### config.mk
export PLATFORM = sky130hd
export DESIGN_NAME = pcx_rle_scanline_decoder
export DESIGN_NICKNAME = d
export VERILOG_FILES = /design/src/hdl/pcxrle_pkg.sv /design/src/hdl/pcxrle_ctrl.sv /design/src/hdl/pcxrle_dp.sv /design/src/hdl/pcx_rle_scanline_decoder.sv
export SDC_FILE = /design/constraint.sdc
export NUM_CORES = 1
export LEC_CHECK = 0
export ABC_AREA = 1
export BUFFER_PORTS_ARGS = -buffer_cell sky130_fd_sc_hd__buf_2
export CORE_MARGIN = 2
export CORE_UTILIZATION = 55
export DETAILED_ROUTE_END_ITERATION = 6
export PLACE_DENSITY = 0.78
export REMOVE_ABC_BUFFERS = 1
export SETUP_SLACK_MARGIN = 0.5
export SYNTH_ARGS = -nofsm -noshare
export SYNTH_HDL_FRONTEND = slang
export SYNTH_SLANG_ARGS = --single-unit
export TNS_END_PERCENT = 50
### constraint.sdc
create_clock -name i_clk -period 3.8 [get_ports i_clk]
set_clock_uncertainty 0.15 [all_clocks]
set_input_delay 0.57 -clock i_clk [delete_from_list [all_inputs] [get_ports i_clk]]
set_output_delay 0.57 -clock i_clk [all_outputs]
set_load 0.005 [all_outputs]
### src/hdl/pcxrle_pkg.sv
// Shared types and constants for the PCX run-length scanline decoder.
// No dependencies; used by pcxrle_ctrl, pcxrle_dp and the top level.
package pcxrle_pkg;

    localparam int unsigned BYTE_W  = 8;
    localparam int unsigned COL_W   = 16;
    localparam int unsigned PLANE_W = 2;
    localparam int unsigned LINE_W  = 16;
    localparam int unsigned LCNT_W  = 17;
    localparam int unsigned PCNT_W  = 3;
    localparam int unsigned POS_W   = 18;
    localparam int unsigned RUN_W   = 6;
    localparam int unsigned CFG_W   = 17;
    localparam int unsigned CIDX_W  = 2;

    // Top two bits set marks a run escape; low six bits carry the count
    localparam logic [BYTE_W-1:0] ESCAPE_MARK = 8'hC0;

    // Configuration register indexes
    typedef enum logic [CIDX_W-1:0] {
        REG_RLE_ENABLE     = 2'd0,
        REG_BYTES_PER_LINE = 2'd1,
        REG_PLANE_COUNT    = 2'd2,
        REG_LINE_COUNT     = 2'd3
    } t_cfg_reg;

    // Controller states
    typedef enum logic {
        S_IDLE = 1'b0,
        S_RUN  = 1'b1
    } t_state;

    // Controller to datapath
    typedef struct packed {
        logic load;   // input transfer this cycle
        logic emit;   // write one decoded byte to the output register
    } t_cmd;

    // Datapath to controller
    typedef struct packed {
        logic load_emits;  // the byte being taken produces at least one result
        logic out_space;   // output register free or being drained
        logic emit_last;   // the byte about to be emitted ends this input's results
    } t_status;

endpackage

### src/hdl/pcxrle_ctrl.sv
// Controller for the PCX run-length decoder: takes input bytes and sequences
// run expansion. Depends on pcxrle_pkg.
module pcxrle_ctrl (
    input  logic                i_clk,
    input  logic                i_rst_n,
    input  logic                i_data_valid,
    output logic                o_data_ready,
    input  pcxrle_pkg::t_status i_status,
    output pcxrle_pkg::t_cmd    o_cmd
);
    import pcxrle_pkg::*;

    t_state r_state;
    t_state n_state;

    // State register
    always_ff @(posedge i_clk) begin
        if (!i_rst_n) begin
            r_state <= S_IDLE;
        end else begin
            r_state <= n_state;
        end
    end

    // Next state
    always_comb begin
        n_state = r_state;
        unique case (r_state)
            S_IDLE: begin
                if (i_data_valid && i_status.load_emits) begin
                    n_state = S_RUN;
                end
            end
            S_RUN: begin
                if (i_status.out_space && i_status.emit_last) begin
                    n_state = S_IDLE;
                end
            end
            default: n_state = S_IDLE;
        endcase
    end

    // Outputs
    always_comb begin
        o_data_ready = 1'b0;
        o_cmd        = '0;
        unique case (r_state)
            S_IDLE: begin
                o_data_ready = 1'b1;
                o_cmd.load   = i_data_valid;
            end
            S_RUN: begin
                o_cmd.emit = i_status.out_space;
            end
            default: ;
        endcase
    end

endmodule

### src/hdl/pcxrle_dp.sv
// Datapath for the PCX run-length decoder: configuration registers, escape
// state, scanline counters and the output register. Depends on pcxrle_pkg.
module pcxrle_dp (
    input  logic                                i_clk,
    input  logic                                i_rst_n,
    input  logic                                i_cfg_we,
    input  logic [pcxrle_pkg::CIDX_W-1:0]       i_cfg_index,
    input  logic [pcxrle_pkg::CFG_W-1:0]        i_cfg_wdata,
    input  logic [pcxrle_pkg::BYTE_W-1:0]       i_data_byte,
    input  pcxrle_pkg::t_cmd                    i_cmd,
    output pcxrle_pkg::t_status                 o_status,
    output logic                                o_res_valid,
    input  logic                                i_res_ready,
    output logic [pcxrle_pkg::LINE_W-1:0]       o_line_index,
    output logic [pcxrle_pkg::POS_W-1:0]        o_byte_position,
    output logic [pcxrle_pkg::BYTE_W-1:0]       o_pixel_byte,
    output logic                                o_last_of_run,
    output logic                                o_last_of_image
);
    import pcxrle_pkg::*;

    // Configuration
    logic              r_rle;
    logic [COL_W-1:0]  r_bpl;
    logic [PCNT_W-1:0] r_planes;
    logic [LCNT_W-1:0] r_lines;

    // Decode state
    logic              r_esc_pending;
    logic [RUN_W-1:0]  r_pend_cnt;
    logic [RUN_W-1:0]  r_remain;
    logic [BYTE_W-1:0] r_byte;
    logic [COL_W-1:0]  r_col;
    logic [PLANE_W-1:0] r_plane;
    logic [LINE_W-1:0] r_line;
    logic              r_done;

    // Output register
    logic              r_o_valid;
    logic [LINE_W-1:0] r_o_line;
    logic [POS_W-1:0]  r_o_pos;
    logic [BYTE_W-1:0] r_o_byte;
    logic              r_o_lor;
    logic              r_o_loi;

    logic [COL_W-1:0]   bpl_m1;
    logic [PLANE_W-1:0] planes_m1;
    logic [PCNT_W-1:0]  planes_eff;
    logic [LINE_W-1:0]  lines_m1;
    logic               is_escape;
    logic               end_plane;
    logic               end_line;
    logic               end_img;
    logic [POS_W-1:0]   pos;

    // Effective limits: zero means one, planes clip at four, lines at 65536
    always_comb begin
        bpl_m1 = (r_bpl == '0) ? '0 : r_bpl - COL_W'(1);
        if (r_planes == '0) begin
            planes_eff = PCNT_W'(1);
        end else if (r_planes > PCNT_W'(4)) begin
            planes_eff = PCNT_W'(4);
        end else begin
            planes_eff = r_planes;
        end
        planes_m1 = PLANE_W'(planes_eff - PCNT_W'(1));
        if (r_lines == '0) begin
            lines_m1 = '0;
        end else if (r_lines > LCNT_W'(65536)) begin
            lines_m1 = '1;
        end else begin
            lines_m1 = LINE_W'(r_lines - LCNT_W'(1));
        end
    end

    // Position and end-of-plane/line/image detection for the next emitted byte
    assign end_plane = (r_col >= bpl_m1);
    assign end_line  = end_plane && (r_plane >= planes_m1);
    assign end_img   = end_line && (r_line >= lines_m1);
    assign pos       = POS_W'(r_col) * POS_W'(planes_eff) + POS_W'(r_plane);

    assign is_escape = r_rle && ((i_data_byte & ESCAPE_MARK) == ESCAPE_MARK);

    // Status to the controller
    always_comb begin
        o_status.load_emits = !r_done &&
                              (r_esc_pending ? (r_pend_cnt != '0) : !is_escape);
        o_status.out_space  = !r_o_valid || i_res_ready;
        o_status.emit_last  = end_line || (r_remain == RUN_W'(1));
    end

    // Configuration writes
    always_ff @(posedge i_clk) begin
        if (!i_rst_n) begin
            r_rle    <= 1'b1;
            r_bpl    <= COL_W'(1);
            r_planes <= PCNT_W'(1);
            r_lines  <= LCNT_W'(1);
        end else if (i_cfg_we) begin
            unique case (t_cfg_reg'(i_cfg_index))
                REG_RLE_ENABLE:     r_rle    <= i_cfg_wdata[0];
                REG_BYTES_PER_LINE: r_bpl    <= i_cfg_wdata[COL_W-1:0];
                REG_PLANE_COUNT:    r_planes <= i_cfg_wdata[PCNT_W-1:0];
                REG_LINE_COUNT:     r_lines  <= i_cfg_wdata[LCNT_W-1:0];
                default: ;
            endcase
        end
    end

    // Input decode and scanline counters
    always_ff @(posedge i_clk) begin
        if (!i_rst_n) begin
            r_esc_pending <= 1'b0;
            r_pend_cnt    <= '0;
            r_remain      <= '0;
            r_col         <= '0;
            r_plane       <= '0;
            r_line        <= '0;
            r_done        <= 1'b0;
        end else if (i_cmd.load) begin
            if (!r_done) begin
                if (r_esc_pending) begin
                    r_esc_pending <= 1'b0;
                    r_remain      <= r_pend_cnt;
                    r_pend_cnt    <= '0;
                end else if (is_escape) begin
                    r_esc_pending <= 1'b1;
                    r_pend_cnt    <= i_data_byte[RUN_W-1:0];
                end else begin
                    r_remain <= RUN_W'(1);
                end
            end
        end else if (i_cmd.emit) begin
            r_remain <= r_remain - RUN_W'(1);
            if (end_img) begin
                r_done <= 1'b1;
            end else if (end_line) begin
                r_col   <= '0;
                r_plane <= '0;
                r_line  <= r_line + LINE_W'(1);
            end else if (end_plane) begin
                r_col   <= '0;
                r_plane <= r_plane + PLANE_W'(1);
            end else begin
                r_col <= r_col + COL_W'(1);
            end
        end
    end

    // Held byte value for the run
    always_ff @(posedge i_clk) begin
        if (i_cmd.load) begin
            r_byte <= i_data_byte;
        end
    end

    // Output register valid
    always_ff @(posedge i_clk) begin
        if (!i_rst_n) begin
            r_o_valid <= 1'b0;
        end else if (i_cmd.emit) begin
            r_o_valid <= 1'b1;
        end else if (i_res_ready) begin
            r_o_valid <= 1'b0;
        end
    end

    // Output payload
    always_ff @(posedge i_clk) begin
        if (i_cmd.emit) begin
            r_o_line <= r_line;
            r_o_pos  <= pos;
            r_o_byte <= r_byte;
            r_o_lor  <= o_status.emit_last;
            r_o_loi  <= end_img;
        end
    end

    assign o_res_valid     = r_o_valid;
    assign o_line_index    = r_o_line;
    assign o_byte_position = r_o_pos;
    assign o_pixel_byte    = r_o_byte;
    assign o_last_of_run   = r_o_lor;
    assign o_last_of_image = r_o_loi;

endmodule

### src/hdl/pcx_rle_scanline_decoder.sv
// PCX run-length scanline decoder, top level. An input byte is held on its
// transfer, and its results are written to the output register from the run
// state, which waits while the output register is full. No new input byte is
// taken until the run is done. An escape byte is taken on its own; its value
// byte then expands one byte a cycle while the output is not stalled.
// Synchronous active-low reset restores register defaults and clears the decode state.
module pcx_rle_scanline_decoder (
    input  logic                                i_clk,
    input  logic                                i_rst_n,
    input  logic                                i_cfg_we,
    input  logic [pcxrle_pkg::CIDX_W-1:0]       i_cfg_index,
    input  logic [pcxrle_pkg::CFG_W-1:0]        i_cfg_wdata,
    input  logic                                i_data_valid,
    output logic                                o_data_ready,
    input  logic [pcxrle_pkg::BYTE_W-1:0]       i_data_byte,
    output logic                                o_res_valid,
    input  logic                                i_res_ready,
    output logic [pcxrle_pkg::LINE_W-1:0]       o_line_index,
    output logic [pcxrle_pkg::POS_W-1:0]        o_byte_position,
    output logic [pcxrle_pkg::BYTE_W-1:0]       o_pixel_byte,
    output logic                                o_last_of_run,
    output logic                                o_last_of_image
);
    import pcxrle_pkg::*;

    t_cmd    cmd;
    t_status status;

    // Sequencer
    pcxrle_ctrl u_ctrl (
        .i_clk        (i_clk),
        .i_rst_n      (i_rst_n),
        .i_data_valid (i_data_valid),
        .o_data_ready (o_data_ready),
        .i_status     (status),
        .o_cmd        (cmd)
    );

    // Counters, configuration and output register
    pcxrle_dp u_dp (
        .i_clk           (i_clk),
        .i_rst_n         (i_rst_n),
        .i_cfg_we        (i_cfg_we),
        .i_cfg_index     (i_cfg_index),
        .i_cfg_wdata     (i_cfg_wdata),
        .i_data_byte     (i_data_byte),
        .i_cmd           (cmd),
        .o_status        (status),
        .o_res_valid     (o_res_valid),
        .i_res_ready     (i_res_ready),
        .o_line_index    (o_line_index),
        .o_byte_position (o_byte_position),
        .o_pixel_byte    (o_pixel_byte),
        .o_last_of_run   (o_last_of_run),
        .o_last_of_image (o_last_of_image)
    );

endmodule
==> flow_summary.toml <==
[final_layout]
final_layout_size_suffix_gt1_frac = 0.222
layout.nets = 1385
area_growth_pct = 24.1
n_fill_cell = 1263
post-route-util = 0.690
diodes = 0

[drt]
drtPass1Iterations = 5
drc = 0
drt_iter0_markers = 553
wl_per_cell_um = 14.9
finalWirelength_um = 22100
viasPerCell = 5.50
ant_nets = 0
vias = 8202

[cts]
htree_levels = 4
cts_root_buf = "clkbuf_16"
clk_pin_slew_ps = 60
clk_latency_ps = 430
clk_path_buf_depth = 2
cts_buffers = 17
postCtsHoldBufs = 0
cts_num_sinks = 139
cts_tree = "yes"

[worst_hold_path]
holdCritStartpoint = "i_data_byte[5]"
hold_path_depth = 1
hold_path_class = "in -> reg"

[setup_path]
reg2reg_depth = 22
startpoint_type = "register"
worstSetupStartpoint = "u_dp.r_lines[2]"
r2r-start = "u_dp.r_lines[2]"
crit_fanout = 8
end_kind = "register"
criticalPathCategory = "reg -> reg"
regToRegSetupSlack_ps = 360
arrival_ps = 3590
required_ps = 3950

[floorplan]
io_pins = 78
core_um2 = 15700
start_util = 0.556
die_area_um2 = 16900
chipHeight_um = 130
rows = 46
fp.dieW_um = 130

[power]
switching_share = 0.331
vdd_drop_max_mv = 0.341
power_frac_comb = 0.273
switching_power_uw = 1490
pwr-share-clk = 0.329
intPower_uw = 3020
seqPwrFrac = 0.399
p_per_area_nw_per_um2 = 416
leakagePower_uw = 0.00500

[yosys]
synth_seq_cells = 139
syn-cell-area_um2 = 8730
ys_warn_count = 0
ys.flop_type = "dfxtp_1"
ys_types = 44
syn_inst = 1136
synth_seq_area_share = 0.378
synth.avg_cell_area_um2 = 7.69
synth-edff-count = 52
async_flop_share = 0

[timing]
fmax_mhz = 291
setup_viol = 0
setup-tns-final_ps = 0
post-route-period-util = 0.905
slew_headroom = 0.475
period_needed_ps = 3440
worst_pin_slew_ps = 787
rsz0062_at_grt = "true"
drv_slew = 0
hold_viol = 0

[placed_design]
numPortBuffers = 77
detailed_place_hpwl_um = 14800
gp_congestion = 0.893

[grt]
grt-ovfl-total = 0
track_usage = 0.248
grt_pass1_wl_um = 33600
grt_max_degree = 43
grt_pass1_vias = 7349
grt_antenna_before_repair = 0

[flow_run]
drv_cap = 0

[outcome]
outcome = "complete, no violations"
path summary, 6_finish.rpt:
check | endpoint
max | u_dp.r_col[15]
min | u_dp.r_byte[5]
max reg2reg | u_dp.r_col[15]
min reg2reg | u_dp.o_pixel_byte[2]
power groups by stage:
stage	Clock, uW	Sequential, uW	Combinational, uW
6_report	1480	1800	1230
5_1_grt	1560	1810	1370
4_1_cts	1500	1790	1090
3_5_place_dp	0	1820	992
3_3_place_gp	0	1820	967
2_1_floorplan	0	1820	657
cell usage after synthesis (6+ instances only):
| library cell | n | area [um2] |
|---|---|---|
| fa_1 | 15 | 300 |
| xor2_1 | 28 | 245 |
| o21ai_0 | 84 | 420 |
| dfxtp_1 | 87 | 1740 |
| nor2_1 | 174 | 653 |
| nand4_1 | 29 | 181 |
| edfxtp_1 | 52 | 1560 |
| nand3_1 | 47 | 235 |
| ha_1 | 77 | 963 |
| nand2_1 | 212 | 796 |
| a21oi_1 | 87 | 435 |
| inv_1 | 127 | 477 |
| a31oi_1 | 6 | 37.5 |
| nor3_1 | 25 | 125 |
| clkbuf_1 | 18 | 67.6 |
worst max-delay path, cell delays in order, from the launching register on:
cell and delay [ps]:
dfxtp_4 360, nor2_4 120, nand3_2 100, nor2_2 140, nand2_2 90, nor2_4 110
nand4_1 130, or2_1 270, buf_4 140, nand3_1 80, nand2_1 60, ha_1 300
nand2_1 70, inv_1 40, o21ai_2 90, nand2_1 70, nor2_2 120, nand3_2 110
nand3_4 150, nand2_8 100, buf_12 150, a21oi_1 230, nor2_1 120
stage by stage:
stage / worst slack, ps / power, uW / instance area (um2) / cells / hold WS, ps
after floorplan: 280 / 2470 / 8600 / 1108 / 250
after global placement: 266 / 2780 / 9440 / 1423 / 251
after detailed placement: 144 / 2810 / 9440 / 1423 / 256
after CTS: 468 / 4380 / 10300 / 1471 / 174
after global routing: 182 / 4740 / 10800 / 1490 / 173
final: 359 / 4510 / 10800 / 1490 / 183
area by class of cell:
type / instances / area (um2) / area share
clock buffer: 21 / 450 / 0.0415
clock inverter: 11 / 73.8 / 0.00681
inverter: 132 / 522 / 0.0481
multi-input combinational: 838 / 5320 / 0.491
sequential: 139 / 3320 / 0.306
tap: 216 / 270 / 0.0249
timing repair buffer: 132 / 876 / 0.0808
timing repair inverter: 1 / 8.76 / 0.000808
what timing repair did:
action,4_1_cts,5_1_grt
setup endpoints to repair,44,48
gates cloned,1,3
resized for setup,55,108
setup buffers,15,16
pin swaps,17,28
cells in the final DEF (no fill, tap or decap), types with 4 or more instances in the layout:
cell type  count
nand2_1      204
nor2_1       145
inv_1        114
dfxtp_1       81
buf_2         78
a21oi_1       76
o21ai_0       69
ha_1          66
edfxtp_1      52
buf_4         45
nand3_1       39
nand4_1       29
xor2_1        28
nor3_1        24
nor2_4        19
clkbuf_16     17
nor2_2        14
fa_1          14
inv_2         12
o21ai_1       11
a21oi_2       11
nand3_2        9
ha_4           9
o21ai_2        7
nand2_2        6
xnor2_1        5
nor3_2         4
a31oi_1        4
clkinv_4       4
buf_6          4
dfxtp_4        4
per-layer routing:
metal,wire length [um],part of all wire,global-route usage,up-vias
li1,-,-,-,4047
met1,9690,0.44,0.325,3823
met2,10600,0.48,0.413,278
met3,1190,0.054,0.0447,54
met4,669,0.030,0.0917,0
met5,0,0,0,-
cell families after synthesis:
| group | count (synthesis) | share of synthesized area |
|---|---|---|
| flops | 139 | 0.378 |
| xor+xnor | 33 | 0.0331 |
| buf+inv | 160 | 0.0716 |
| fa+ha+maj | 92 | 0.145 |
| compound gates | 196 | 0.118 |
| simple gates | 516 | 0.254 |
flip-flops by register name (all words and copies together), names as in the netlist, 2 cells and up:
name,cells
u_dp.r_bpl,16
u_dp.o_byte_position,18
u_dp.r_byte,8
u_dp.r_remain,6
u_dp.o_line_index,16
u_dp.o_pixel_byte,8
u_dp.r_lines,17
u_dp.r_line,16
u_dp.r_plane,2
u_dp.r_pend_cnt,6
u_dp.r_planes,3
u_dp.r_col,16
Power figures use the tool's default switching activity.
